File: src/rtl/core/rpws_pkg.sv
`default_nettype none

package rpws_pkg;

	// Panel dimension register width and panel coordinate width on the link.
	localparam int DIM_BITS   = 11;
	localparam int PANEL_BITS = 16;
	localparam int COLOR_BITS = 16;
	localparam int BYTE_BITS  = 8;

	// Configuration register indexes.
	localparam logic [1:0] REG_PANEL_WIDTH  = 2'd0;
	localparam logic [1:0] REG_PANEL_HEIGHT = 2'd1;
	localparam logic [1:0] REG_ROTATION     = 2'd2;

	// Rotation codes.
	localparam logic [1:0] ROT_0   = 2'd0;
	localparam logic [1:0] ROT_90  = 2'd1;
	localparam logic [1:0] ROT_180 = 2'd2;
	localparam logic [1:0] ROT_270 = 2'd3;

	// Panel command bytes.
	localparam logic [BYTE_BITS-1:0] CMD_COLUMN_SET = 8'h2A;
	localparam logic [BYTE_BITS-1:0] CMD_ROW_SET    = 8'h2B;
	localparam logic [BYTE_BITS-1:0] CMD_MEM_WRITE  = 8'h2C;

	// Result of clipping and rotating one pixel.
	typedef struct packed {
		logic                  keep;
		logic [PANEL_BITS-1:0] px;
		logic [PANEL_BITS-1:0] py;
	} map_t;

	// Pixel handed to the byte sequencer.
	typedef struct packed {
		logic [PANEL_BITS-1:0] px;
		logic [PANEL_BITS-1:0] py;
		logic [COLOR_BITS-1:0] color;
	} pix_t;

endpackage

`default_nettype wire

File: src/rtl/core/rpws_map.sv
`default_nettype none

module rpws_map #(
	parameter int COORD_BITS = 10
) (
	input  wire logic [COORD_BITS-1:0]         pos_x,
	input  wire logic [COORD_BITS-1:0]         pos_y,
	input  wire logic [rpws_pkg::DIM_BITS-1:0] panel_width,
	input  wire logic [rpws_pkg::DIM_BITS-1:0] panel_height,
	input  wire logic [1:0]                    rotation,
	output rpws_pkg::map_t                     map
);

	localparam int PB = rpws_pkg::PANEL_BITS;

	logic [PB-1:0] lx;
	logic [PB-1:0] ly;
	logic [PB-1:0] w16;
	logic [PB-1:0] h16;
	logic [PB-1:0] lw;
	logic [PB-1:0] lh;
	logic [PB-1:0] flip_x;
	logic [PB-1:0] flip_y;
	logic          swap;

	// Widen everything to the panel coordinate width; wrap is modulo 2^16.
	assign lx     = PB'(pos_x);
	assign ly     = PB'(pos_y);
	assign w16    = PB'(panel_width);
	assign h16    = PB'(panel_height);
	assign flip_x = w16 - PB'(1) - lx;
	assign flip_y = h16 - PB'(1) - ly;

	// Logical extent swaps at 90 and 270 degrees.
	assign swap = (rotation == rpws_pkg::ROT_90) || (rotation == rpws_pkg::ROT_270);
	assign lw   = swap ? h16 : w16;
	assign lh   = swap ? w16 : h16;

	// Clip and map to panel space.
	always_comb begin
		map.keep = (lx < lw) && (ly < lh);
		unique case (rotation)
			rpws_pkg::ROT_90: begin
				map.px = flip_y;
				map.py = lx;
			end
			rpws_pkg::ROT_180: begin
				map.px = flip_x;
				map.py = flip_y;
			end
			rpws_pkg::ROT_270: begin
				map.px = ly;
				map.py = flip_x;
			end
			rpws_pkg::ROT_0: begin
				map.px = lx;
				map.py = ly;
			end
			default: begin
				map.px = lx;
				map.py = ly;
			end
		endcase
	end

endmodule

`default_nettype wire

File: src/rtl/core/rpws_seq.sv
`default_nettype none

module rpws_seq (
	input  wire logic                           clk,
	input  wire logic                           arst_n,
	input  wire logic                           load,
	input  wire rpws_pkg::pix_t                 pix,
	output logic                                free,
	output logic                                out_valid,
	input  wire logic                           out_stall,
	output logic [rpws_pkg::BYTE_BITS-1:0]      out_byte,
	output logic                                is_command,
	output logic                                release_select,
	output logic                                last
);

	localparam logic [3:0] STEP_COL_CMD = 4'd0;
	localparam logic [3:0] STEP_X0_HI   = 4'd1;
	localparam logic [3:0] STEP_X0_LO   = 4'd2;
	localparam logic [3:0] STEP_X1_HI   = 4'd3;
	localparam logic [3:0] STEP_X1_LO   = 4'd4;
	localparam logic [3:0] STEP_ROW_CMD = 4'd5;
	localparam logic [3:0] STEP_Y0_HI   = 4'd6;
	localparam logic [3:0] STEP_Y0_LO   = 4'd7;
	localparam logic [3:0] STEP_Y1_HI   = 4'd8;
	localparam logic [3:0] STEP_Y1_LO   = 4'd9;
	localparam logic [3:0] STEP_MEM_CMD = 4'd10;
	localparam logic [3:0] STEP_C_HI    = 4'd11;
	localparam logic [3:0] STEP_C_LO    = 4'd12;

	rpws_pkg::pix_t pix_q;
	logic           busy_q;
	logic [3:0]     step_q;
	logic           emit;
	logic           done;
	logic [7:0]     nxt_byte;
	logic           nxt_cmd;
	logic           nxt_rel;

	// A byte moves into the output register when it is empty or being taken.
	assign emit = busy_q && (!out_valid || !out_stall);
	assign done = emit && (step_q == STEP_C_LO);
	assign free = !busy_q || done;

	// Byte selection for the current step.
	always_comb begin
		nxt_cmd = 1'b0;
		nxt_rel = 1'b0;
		unique case (step_q) inside
			STEP_COL_CMD: begin
				nxt_byte = rpws_pkg::CMD_COLUMN_SET;
				nxt_cmd  = 1'b1;
				nxt_rel  = 1'b1;
			end
			STEP_X0_HI, STEP_X1_HI: nxt_byte = pix_q.px[15:8];
			STEP_X0_LO, STEP_X1_LO: begin
				nxt_byte = pix_q.px[7:0];
				nxt_rel  = 1'b1;
			end
			STEP_ROW_CMD: begin
				nxt_byte = rpws_pkg::CMD_ROW_SET;
				nxt_cmd  = 1'b1;
				nxt_rel  = 1'b1;
			end
			STEP_Y0_HI, STEP_Y1_HI: nxt_byte = pix_q.py[15:8];
			STEP_Y0_LO, STEP_Y1_LO: begin
				nxt_byte = pix_q.py[7:0];
				nxt_rel  = 1'b1;
			end
			STEP_MEM_CMD: begin
				nxt_byte = rpws_pkg::CMD_MEM_WRITE;
				nxt_cmd  = 1'b1;
				nxt_rel  = 1'b1;
			end
			STEP_C_HI: nxt_byte = pix_q.color[15:8];
			STEP_C_LO: begin
				nxt_byte = pix_q.color[7:0];
				nxt_rel  = 1'b1;
			end
			default: nxt_byte = '0;
		endcase
	end

	// Step counter; a new pixel may load in the cycle the previous one ends.
	always_ff @(posedge clk or negedge arst_n) begin
		if (!arst_n) begin
			busy_q <= 1'b0;
			step_q <= STEP_COL_CMD;
		end else if (load) begin
			busy_q <= 1'b1;
			step_q <= STEP_COL_CMD;
		end else if (emit) begin
			busy_q <= !done;
			step_q <= step_q + 4'd1;
		end
	end

	// Pixel payload.
	always_ff @(posedge clk) begin
		if (load) begin
			pix_q <= pix;
		end
	end

	// Output register valid.
	always_ff @(posedge clk or negedge arst_n) begin
		if (!arst_n) begin
			out_valid <= 1'b0;
		end else if (emit) begin
			out_valid <= 1'b1;
		end else if (!out_stall) begin
			out_valid <= 1'b0;
		end
	end

	// Output register payload.
	always_ff @(posedge clk) begin
		if (emit) begin
			out_byte       <= nxt_byte;
			is_command     <= nxt_cmd;
			release_select <= nxt_rel;
			last           <= (step_q == STEP_C_LO);
		end
	end

endmodule

`default_nettype wire

File: src/rtl/core/rotated_pixel_write_sequencer.sv
// A kept pixel waits in the input register until the sequencer is free, is loaded
// into the sequencer, and leaves as bytes through the output register, one byte per
// cycle while out_stall is low; a clipped pixel drains at once and gives no bytes.
// A new item is taken while the previous pixel's bytes are still going out.
// Reset (arst_n low, asynchronous) empties all stages and restores the
// panel size to 128 by 160 at rotation zero.
`default_nettype none

module rotated_pixel_write_sequencer #(
	parameter int COORD_BITS = 10
) (
	input  wire logic                           clk,
	input  wire logic                           arst_n,
	input  wire logic                           cfg_we,
	input  wire logic [1:0]                     cfg_index,
	input  wire logic [rpws_pkg::DIM_BITS-1:0]  cfg_data,
	input  wire logic                           in_valid,
	output logic                                in_stall,
	input  wire logic [COORD_BITS-1:0]          pos_x,
	input  wire logic [COORD_BITS-1:0]          pos_y,
	input  wire logic [rpws_pkg::COLOR_BITS-1:0] pixel_color,
	output logic                                out_valid,
	input  wire logic                           out_stall,
	output logic [rpws_pkg::BYTE_BITS-1:0]      out_byte,
	output logic                                is_command,
	output logic                                release_select,
	output logic                                last
);

	logic [rpws_pkg::DIM_BITS-1:0]   width_q;
	logic [rpws_pkg::DIM_BITS-1:0]   height_q;
	logic [1:0]                      rot_q;
	logic                            valid_s1;
	logic [COORD_BITS-1:0]           x_s1;
	logic [COORD_BITS-1:0]           y_s1;
	logic [rpws_pkg::COLOR_BITS-1:0] color_s1;
	rpws_pkg::map_t                  map;
	rpws_pkg::pix_t                  pix;
	logic                            seq_free;
	logic                            adv_s1;
	logic                            load;

	// Configuration registers.
	always_ff @(posedge clk or negedge arst_n) begin
		if (!arst_n) begin
			width_q  <= rpws_pkg::DIM_BITS'(128);
			height_q <= rpws_pkg::DIM_BITS'(160);
			rot_q    <= rpws_pkg::ROT_0;
		end else if (cfg_we) begin
			unique case (cfg_index)
				rpws_pkg::REG_PANEL_WIDTH:  width_q  <= cfg_data;
				rpws_pkg::REG_PANEL_HEIGHT: height_q <= cfg_data;
				rpws_pkg::REG_ROTATION:     rot_q    <= cfg_data[1:0];
				default:                    ;
			endcase
		end
	end

	// The input stage drains at once for a clipped pixel, else when the sequencer frees.
	assign adv_s1   = valid_s1 && (!map.keep || seq_free);
	assign load     = valid_s1 && map.keep && seq_free;
	assign in_stall = valid_s1 && !adv_s1;

	// Input register valid.
	always_ff @(posedge clk or negedge arst_n) begin
		if (!arst_n) begin
			valid_s1 <= 1'b0;
		end else if (!in_stall) begin
			valid_s1 <= in_valid;
		end
	end

	// Input register payload.
	always_ff @(posedge clk) begin
		if (in_valid && !in_stall) begin
			x_s1     <= pos_x;
			y_s1     <= pos_y;
			color_s1 <= pixel_color;
		end
	end

	rpws_map #(
		.COORD_BITS(COORD_BITS)
	) u_map (
		.pos_x       (x_s1),
		.pos_y       (y_s1),
		.panel_width (width_q),
		.panel_height(height_q),
		.rotation    (rot_q),
		.map         (map)
	);

	assign pix.px    = map.px;
	assign pix.py    = map.py;
	assign pix.color = color_s1;

	rpws_seq u_seq (
		.clk           (clk),
		.arst_n        (arst_n),
		.load          (load),
		.pix           (pix),
		.free          (seq_free),
		.out_valid     (out_valid),
		.out_stall     (out_stall),
		.out_byte      (out_byte),
		.is_command    (is_command),
		.release_select(release_select),
		.last          (last)
	);

endmodule

`default_nettype wire

File: config.mk
export PLATFORM = sky130hd
export DESIGN_NAME = rotated_pixel_write_sequencer
export DESIGN_NICKNAME = d
export VERILOG_FILES = /design/src/rtl/core/rpws_pkg.sv /design/src/rtl/core/rpws_map.sv /design/src/rtl/core/rpws_seq.sv /design/src/rtl/core/rotated_pixel_write_sequencer.sv
export SDC_FILE = /design/constraint.sdc
export NUM_CORES = 1
export LEC_CHECK = 0
export BUFFER_PORTS_ARGS = -buffer_cell sky130_fd_sc_hd__buf_2
export CAP_MARGIN = 5
export CORE_MARGIN = 5
export CORE_UTILIZATION = 50
export CTS_CLUSTER_DIAMETER = 100
export DETAILED_ROUTE_END_ITERATION = 10
export GPL_TIMING_DRIVEN = 0
export MAX_ROUTING_LAYER = met4
export PLACE_DENSITY = 0.72
export SLEW_MARGIN = 5
export SYNTH_ARGS = -nofsm -noshare
export SYNTH_HDL_FRONTEND = slang
export SYNTH_SLANG_ARGS = --single-unit
File: constraint.sdc
create_clock -name clk -period 14.15 [get_ports clk]
set_clock_uncertainty 0.2 [all_clocks]
set_input_delay 1.415 -clock clk [delete_from_list [all_inputs] [get_ports clk]]
set_output_delay 1.415 -clock clk [all_outputs]
set_load 0.005 [all_outputs]
## Word level (Yosys, flattened, before mapping)

Index checks and enable logic that the tools add are counted.
W data, S select, Z words.

| storage, ports and cells | value |
|---|---|
| flip-flop bits (word level) | 126 |
| input port bits | 54 |
| RAM bits | 0 |
| bits in latches | 0 |
| memories kept | 0 |
| memory bits (read-only) | 0 |
| output and inout bits | 13 |
| word-level logic and storage cells | 86 |

| operators by class | value |
|---|---|
| divide/modulo/power cells | 0 |
| bitwise operators | 0 |
| shifts and indexed selects | 0 |
| eq/ne operators | 18 |
| reductions and logical operators | 32 |
| $add $sub $neg | 5 |
| muxes and demuxes | 12 |
| order comparisons | 2 |
| $mul | 0 |

Operators by type and width:

| kind | count |
|---|---|
| $pmux W32 S4 | 1 |
| $pmux W8 S9 | 1 |
| $lt A10 B16 Y1 | 2 |
| $sub A16 B10 Y16 | 2 |
| $sub A11 B1 Y12 const B | 2 |
| $mux W11 | 2 |
| $eq A4 B4 Y1 const B | 5 |
| $eq A4 B3 Y1 const B | 4 |
| $eq A4 B2 Y1 const B | 2 |
| $logic_and A1 B1 Y1 | 8 |
| $mux W4 | 2 |
| $reduce_or A2 Y1 | 4 |
| $reduce_or A8 Y1 | 1 |
| $logic_not A1 Y1 | 7 |
| $eq A2 B2 Y1 const B | 3 |
| $mux W1 | 6 |
| $reduce_and A2 Y1 | 3 |
| $add A4 B1 Y4 const B | 1 |
| $eq A2 B1 Y1 const B | 2 |
| $eq A4 B1 Y1 const B | 1 |
| $logic_not A2 Y1 | 2 |
| $logic_not A4 Y1 | 1 |
| $logic_or A1 B1 Y1 | 4 |
| $reduce_or A3 Y1 | 1 |
| 2 further kinds | 2 |

## Logic depth before layout (Yosys ltp)

| logic depth | value |
|---|---|
| word-level depth | 12 |
| depth in mapped cells | 13 |

## Cells and area by module

From an unflattened synthesis, not the netlist that was laid out.

| unflattened totals | value |
|---|---|
| cell total of the unflattened synthesis | 637 |
| area, all modules | 7445.9 sq um |

By module, submodules not included:

| module | area each (sq um) | times used | cells each |
|---|---|---|---|
| rpws_seq | 2857.7 | 1 | 202 |
| rpws_map | 2493.6 | 1 | 340 |
| rotated_pixel_write_sequencer | 2094.5 | 1 | 95 |

## Worst setup path before layout

Ideal clock, no wire load.

| path | value |
|---|---|
| kind | register -> register |
| start | reg rot_q[0] |
| end | reg u_seq.pix_q[0] in the netlist's numbering, enable pin |
| path buffers | 2 |
| slack | 8724 ps |
| stages on the path, launching flop included | 11 |
| arrival | 4757 ps |
| clock period less this slack | 5426 ps |
| cell sequence | dfrtp_1 buf_6 clkbuf_1 mux2i_1 ha_1 a211o_1 a21oi_1 o21ai_0 a21oi_1 nand2_1 a21oi_1 |

| between the ends | value |
|---|---|
| longest elaborated chain between the ends | 7 |

RTL lines:

| item | line | text |
|---|---|---|
| from (decl) | rotated_pixel_write_sequencer.sv:32 | `logic [1:0] rot_q;` |
| from (signal assigned) | rotated_pixel_write_sequencer.sv:48 | `rot_q <= rpws_pkg::ROT_0;` |
| from (signal assigned) | rotated_pixel_write_sequencer.sv:53 | `rpws_pkg::REG_ROTATION: rot_q <= cfg_data[1:0];` |
| $eq A2 B1 Y1 or $eq A2 B2 Y1 (tied branches) | rpws_map.sv:35 | `assign swap = (rotation == rpws_pkg::ROT_90) \|\| (rotation == rpws_pkg::ROT_270);` |
| $logic_or A1 B1 Y1 * | rpws_map.sv:35 |  |
| $mux W11, on equally long branches | rpws_map.sv:36, rpws_map.sv:37 |  |
| $lt A10 B16 Y1 | rpws_map.sv:41 | `map.keep = (lx < lw) && (ly < lh);` |
| $logic_and A1 B1 Y1 * | rpws_map.sv:41 |  |
| $logic_and A1 B1 Y1 * (2 in a row) | rotated_pixel_write_sequencer.sv:61 | `assign load = valid_s1 && map.keep && seq_free;` |
| named net load | rotated_pixel_write_sequencer.sv:41 | `logic load;` |
| to (signal assigned) | rpws_seq.sv:101 | `pix_q <= pix;` |
| to (decl) | rpws_seq.sv:31 | `rpws_pkg::pix_t pix_q;` |

The timed path passes the listed nets; every way through them passes the cells marked *.
A chain may end at the register's enable or synchronous reset.

## Final worst setup path

| path | value |
|---|---|
| start | reg rot_q[0] |
| end | out in_stall |

| between the ends | value |
|---|---|
| longest elaborated chain between the ends | 10 |

RTL lines:

| item | line | text |
|---|---|---|
| $eq A2 B1 Y1 or $eq A2 B2 Y1 (tied branches) | rpws_map.sv:35 |  |
| $logic_or A1 B1 Y1 * | rpws_map.sv:35 |  |
| $mux W11, on equally long branches | rpws_map.sv:36, rpws_map.sv:37 |  |
| $lt A10 B16 Y1 | rpws_map.sv:41 |  |
| $logic_and A1 B1 Y1 * | rpws_map.sv:41 |  |
| $logic_not A1 Y1 * | rotated_pixel_write_sequencer.sv:60 | `assign adv_s1 = valid_s1 && (!map.keep \|\| seq_free);` |
| $logic_or A1 B1 Y1 * | rotated_pixel_write_sequencer.sv:60 |  |
| $logic_and A1 B1 Y1 * | rotated_pixel_write_sequencer.sv:60 |  |
| $logic_not A1 Y1 * | rotated_pixel_write_sequencer.sv:62 | `assign in_stall = valid_s1 && !adv_s1;` |
| $logic_and A1 B1 Y1 * | rotated_pixel_write_sequencer.sv:62 |  |
| to (decl) | rotated_pixel_write_sequencer.sv:18 | `output logic in_stall,` |

Every way passes the cells marked *; elsewhere a longest branch is shown, timed or not.

==> tab_implementation.tex <==
\begin{tabular}{lr}
\hline
Metric & Value \\
\hline
\multicolumn{2}{l}{\textbf{STA}} \\
Count of final max-slew check failures & 0 \\
Timing-limited maximum frequency & 181 MHz \\
Final hold vios & 0 \\
Period Utilization, post-route & 0.391 \\
Final setup TNS & 0 ns \\
Minimum clock period & 5.54 ns \\
Least-Margin Pin Slew & just over 0.9 ns \\
Final setup viols & 0 \\
Normalized max-slew margin & 0.374 \\
RSZ-0062 raised after global routing & no \\
\multicolumn{2}{l}{\textbf{Route}} \\
Length of the first detailed-routing pass in iterations & 5 \\
Average detailed-routed wire length per instance & 20.1 um \\
DRT Wirelength & 18.1 mm \\
Count of unresolved DRC violations after routing & 0 \\
DRC violation total after the first TritonRoute iteration & around 360 \\
DR vias/cell & 5.91 \\
Number of routed nets with antenna violations & 0 \\
Number of vias in the routed layout & 5319 \\
\multicolumn{2}{l}{\textbf{Final layout}} \\
Most frequent cells in the layout & sky130\_fd\_sc\_hd\_\_edfxtp\_1 (95), sky130\_fd\_sc\_hd\_\_buf\_2 (66), sky130\_fd\_sc\_hd\_\_ha\_1 (44) \\
Fin area & roughly 0.0084 sq mm \\
Nets & around 800 \\
Layout-stage area growth over the synthesis result & 16.4\% \\
Most common cell after layout, fill and taps aside & sky130\_fd\_sc\_hd\_\_edfxtp\_1 \\
Fraction of layout cells with a size suffix above 1 & 0.208 \\
Antenna fix cells & 0 \\
\multicolumn{2}{l}{\textbf{Clock network}} \\
Clock tree from TritonCTS & built \\
Total number of clock tree sinks & about 130 \\
Clock Pin Slew Worst Setup and Hold Paths & 0.05 ns \\
Root cell of the clock tree & sky130\_fd\_sc\_hd\_\_clkbuf\_16 \\
Clock latency at the later pin of the worst-skew pair & 0.43 ns \\
TritonCTS Buffers & 17 \\
Maximum buffer depth of the clock tree & 2 \\
Hold-fix buffers at CTS & 0 \\
Post-CTS Resized & 0 \\
Maximum level of the CTS H-tree & 4 \\
Setup bufs post-CTS & 0 \\
\multicolumn{2}{l}{\textbf{Power}} \\
Share of power burned in combinational logic & 0.425 \\
Total leakage power & 3.35 nW \\
Clock network power share & 0.237 \\
Cell-internal power & about 1.1 mW \\
Power share of the sequential group & 0.338 \\
Switching component of the power & 0.678 mW \\
Power density over cell area & 212 mW/mm\^{}2 \\
Sum of internal, switching and leakage power & 1.78 mW \\
Fraction of power spent switching nets & 0.380 \\
Peak supply drop & $\sim$100 uV \\
\multicolumn{2}{l}{\textbf{Critical path}} \\
Type of origin of the critical path & flop \\
Max FO, Critical Path & 10 \\
Setup Crit Path Kind & reg -> out \\
Worst endpoint data arrival time & slightly below 4 ns \\
Kind of end point of the critical path & primary output \\
Crit path required time & approximately 13 ns \\
\multicolumn{2}{l}{\textbf{Global route}} \\
Tot GR Track Use & 0.230 \\
Vias in the first global route & 5314 \\
Global route overflow & 0 \\
Pin count of the biggest net entering global routing & 32 \\
Initial antenna violation count & 0 \\
Wire length of the first global-routing pass & $\sim$28 mm \\
\multicolumn{2}{l}{\textbf{Floorplan}} \\
Core Footprint & 0.0144 sq mm \\
Die outline area & 0.0170 sq mm \\
Starting density of the core & 0.504 \\
Number of standard-cell rows in the floorplan & 44 \\
Die Width & 130 um \\
Die height & 130 um \\
Num ports & 67 \\
\multicolumn{2}{l}{\textbf{Placed design}} \\
GP Congestion & $\sim$0.89 \\
Placed inst area & 0.00786 sq mm \\
Placed wire-length estimate after detailed placement & 14.1 mm \\
I/O Buffers & 66 \\
\multicolumn{2}{l}{\textbf{Synthesis}} \\
Post-synthesis register bit count & 126 \\
EDFF count, synth & 95 \\
Number of warnings reported in the yosys synthesis log & 0 \\
Average cell area after synthesis & 11.8 sq um \\
Synthesized cell area & $\sim$0.0072 sq mm \\
Leading register cell type out of synthesis & sky130\_fd\_sc\_hd\_\_edfxtp\_1 \\
Synthesized netlist cell count & 616 \\
Post-synth net total & 716 \\
Register area share after synthesis & 0.502 \\
Yosys cell types & 69 \\
Share of synthesized flip-flops with an asynchronous set or reset & 0.246 \\
\multicolumn{2}{l}{\textbf{Job}} \\
Max\_cap viols & 0 \\
\multicolumn{2}{l}{\textbf{Hold path}} \\
Hold Path Class & reg -> reg \\
\multicolumn{2}{l}{\textbf{Status}} \\
Status & finished, final reports clean \\
\hline
\end{tabular}
-- per-stage QoR --
step | hold slack, ns | std cells | setup WS (ns) | utilization
global placement | 0.207 | 866 | 7.18 | 0.543
floorplan | 0.200 | 616 | 8.72 | -
CTS | 0.226 | 900 | 8.56 | 0.587
finish | 0.223 | 900 | 8.61 | 0.587
global route | 0.235 | 900 | 8.36 | 0.587
detailed placement | 0.212 | 868 | 9.02 | 0.547
-- registers in the layout, indices dropped and copies added, names as in the netlist --
name,cells
valid_s1,1
y_s1,10
rot_q,2
u_seq.last,1
width_q,11
u_seq.out_byte,8
u_seq.out_valid,1
u_seq.is_command,1
color_s1,16
u_seq.step_q,4
height_q,11
u_seq.release_select,1
u_seq.busy_q,1
x_s1,10
u_seq.pix_q,48
-- metal layers --
metal / vias to the layer above / part of all wire / GRT usage
li1: 2534 / - / -
met1: 2574 / 0.43 / 0.282
met2: 167 / 0.48 / 0.366
met3: 44 / 0.047 / 0.0397
met4: 0 / 0.040 / 0.119
met5: - / 0 / -
-- final timing paths --
| kind | startpoint | end | slack (ns) | cells after the start |
|---|---|---|---|---|
| max reg2reg | rot_q[0] | u_seq.pix_q[24] | 9.55 | 11 |
| min | color_s1[8] | u_seq.pix_q[8] | 0.22 | 0 |
| max in group asynchronous | arst_n | width_q[0] | 12.38 | 1 |
| min in group asynchronous | arst_n | u_seq.step_q[3] | 0.86 | 1 |
| min reg2reg | color_s1[8] | u_seq.pix_q[8] | 0.22 | 0 |
| max | rot_q[0] | in_stall | 8.61 | 11 |
-- power by group through the flow --
stage / logic [mW] / registers, mW / clock network (mW)
floorplan: 0.536 / 0.589 / 0
global placement: 0.703 / 0.612 / 0
detailed placement: 0.748 / 0.611 / 0
CTS: 0.752 / 0.604 / 0.428
global route: 0.833 / 0.615 / 0.447
finish: 0.758 / 0.604 / 0.423
-- critical path: stages (launching register included) --
cell and delay, ns:
sky130_fd_sc_hd__dfrtp_1 0.49, sky130_fd_sc_hd__buf_6 0.21, sky130_fd_sc_hd__clkbuf_1 0.57, sky130_fd_sc_hd__mux2i_1 0.27
sky130_fd_sc_hd__ha_1 0.26, sky130_fd_sc_hd__a211o_1 0.35, sky130_fd_sc_hd__a21oi_1 0.11, sky130_fd_sc_hd__o21ai_0 0.15
sky130_fd_sc_hd__a21oi_1 0.49, sky130_fd_sc_hd__nand2_1 0.30, sky130_fd_sc_hd__nor2_1 0.16, sky130_fd_sc_hd__buf_2 0.13
-- cells in the mapped netlist, types with 3 or more instances --
cell                        instances  area (sq um)
sky130_fd_sc_hd__nand3b_1           5          37.5
sky130_fd_sc_hd__ha_1              44           551
sky130_fd_sc_hd__a22oi_1            8          60.1
sky130_fd_sc_hd__a222oi_1           7          70.1
sky130_fd_sc_hd__or3_1             10          62.6
sky130_fd_sc_hd__mux2_2            24           270
sky130_fd_sc_hd__o22ai_1           13          81.3
sky130_fd_sc_hd__a32oi_1            4          35.0
sky130_fd_sc_hd__xor2_1            13           114
sky130_fd_sc_hd__a22o_1             3          26.3
sky130_fd_sc_hd__nand2_1           36           135
sky130_fd_sc_hd__clkbuf_1          20          75.1
sky130_fd_sc_hd__nor3_1            15          75.1
sky130_fd_sc_hd__a31oi_1            8          50.1
sky130_fd_sc_hd__nor3_2             3          30.0
sky130_fd_sc_hd__and2_1             3          18.8
sky130_fd_sc_hd__mux4_2             5           113
sky130_fd_sc_hd__nand3_1           12          60.1
sky130_fd_sc_hd__and3_1             3          18.8
sky130_fd_sc_hd__or4_1              5          37.5
sky130_fd_sc_hd__dfrtp_1           28           701
sky130_fd_sc_hd__inv_1             36           135
sky130_fd_sc_hd__edfxtp_1          95          2850
sky130_fd_sc_hd__a21o_1             5          37.5
sky130_fd_sc_hd__o2111ai_1          5          43.8
sky130_fd_sc_hd__o211ai_1           4          30.0
sky130_fd_sc_hd__a211oi_1           8          60.1
sky130_fd_sc_hd__nor2b_1            8          50.1
sky130_fd_sc_hd__nor3b_1            4          30.0
sky130_fd_sc_hd__nor2_1            28           105
sky130_fd_sc_hd__xnor2_1           18           158
sky130_fd_sc_hd__dfstp_2            3          78.8
sky130_fd_sc_hd__a21oi_1           26           130
sky130_fd_sc_hd__o21ai_0           27           135
sky130_fd_sc_hd__o21a_1             9          67.6
sky130_fd_sc_hd__mux2i_1           30           300
-- cell families after synthesis --
group | Yosys count | synth area share
xor+xnor | 32 | 0.0398
fa+ha+maj | 46 | 0.0816
buf+inv | 59 | 0.0335
mux | 59 | 0.0944
simple gates | 147 | 0.110
flops | 126 | 0.502
compound gates | 147 | 0.139
-- area by class of cell --
cell class              count  area [sq um]
inverters                  36           135
plain buffers              23           108
clock inverters            14           140
repair buffers             68           378
flip-flops and latches    126          3630
well taps                 184           230
clock buffers              18           429
fillers                  1196          5940
multi-input cells         431          3380
(Power assumes the default switching activity.)
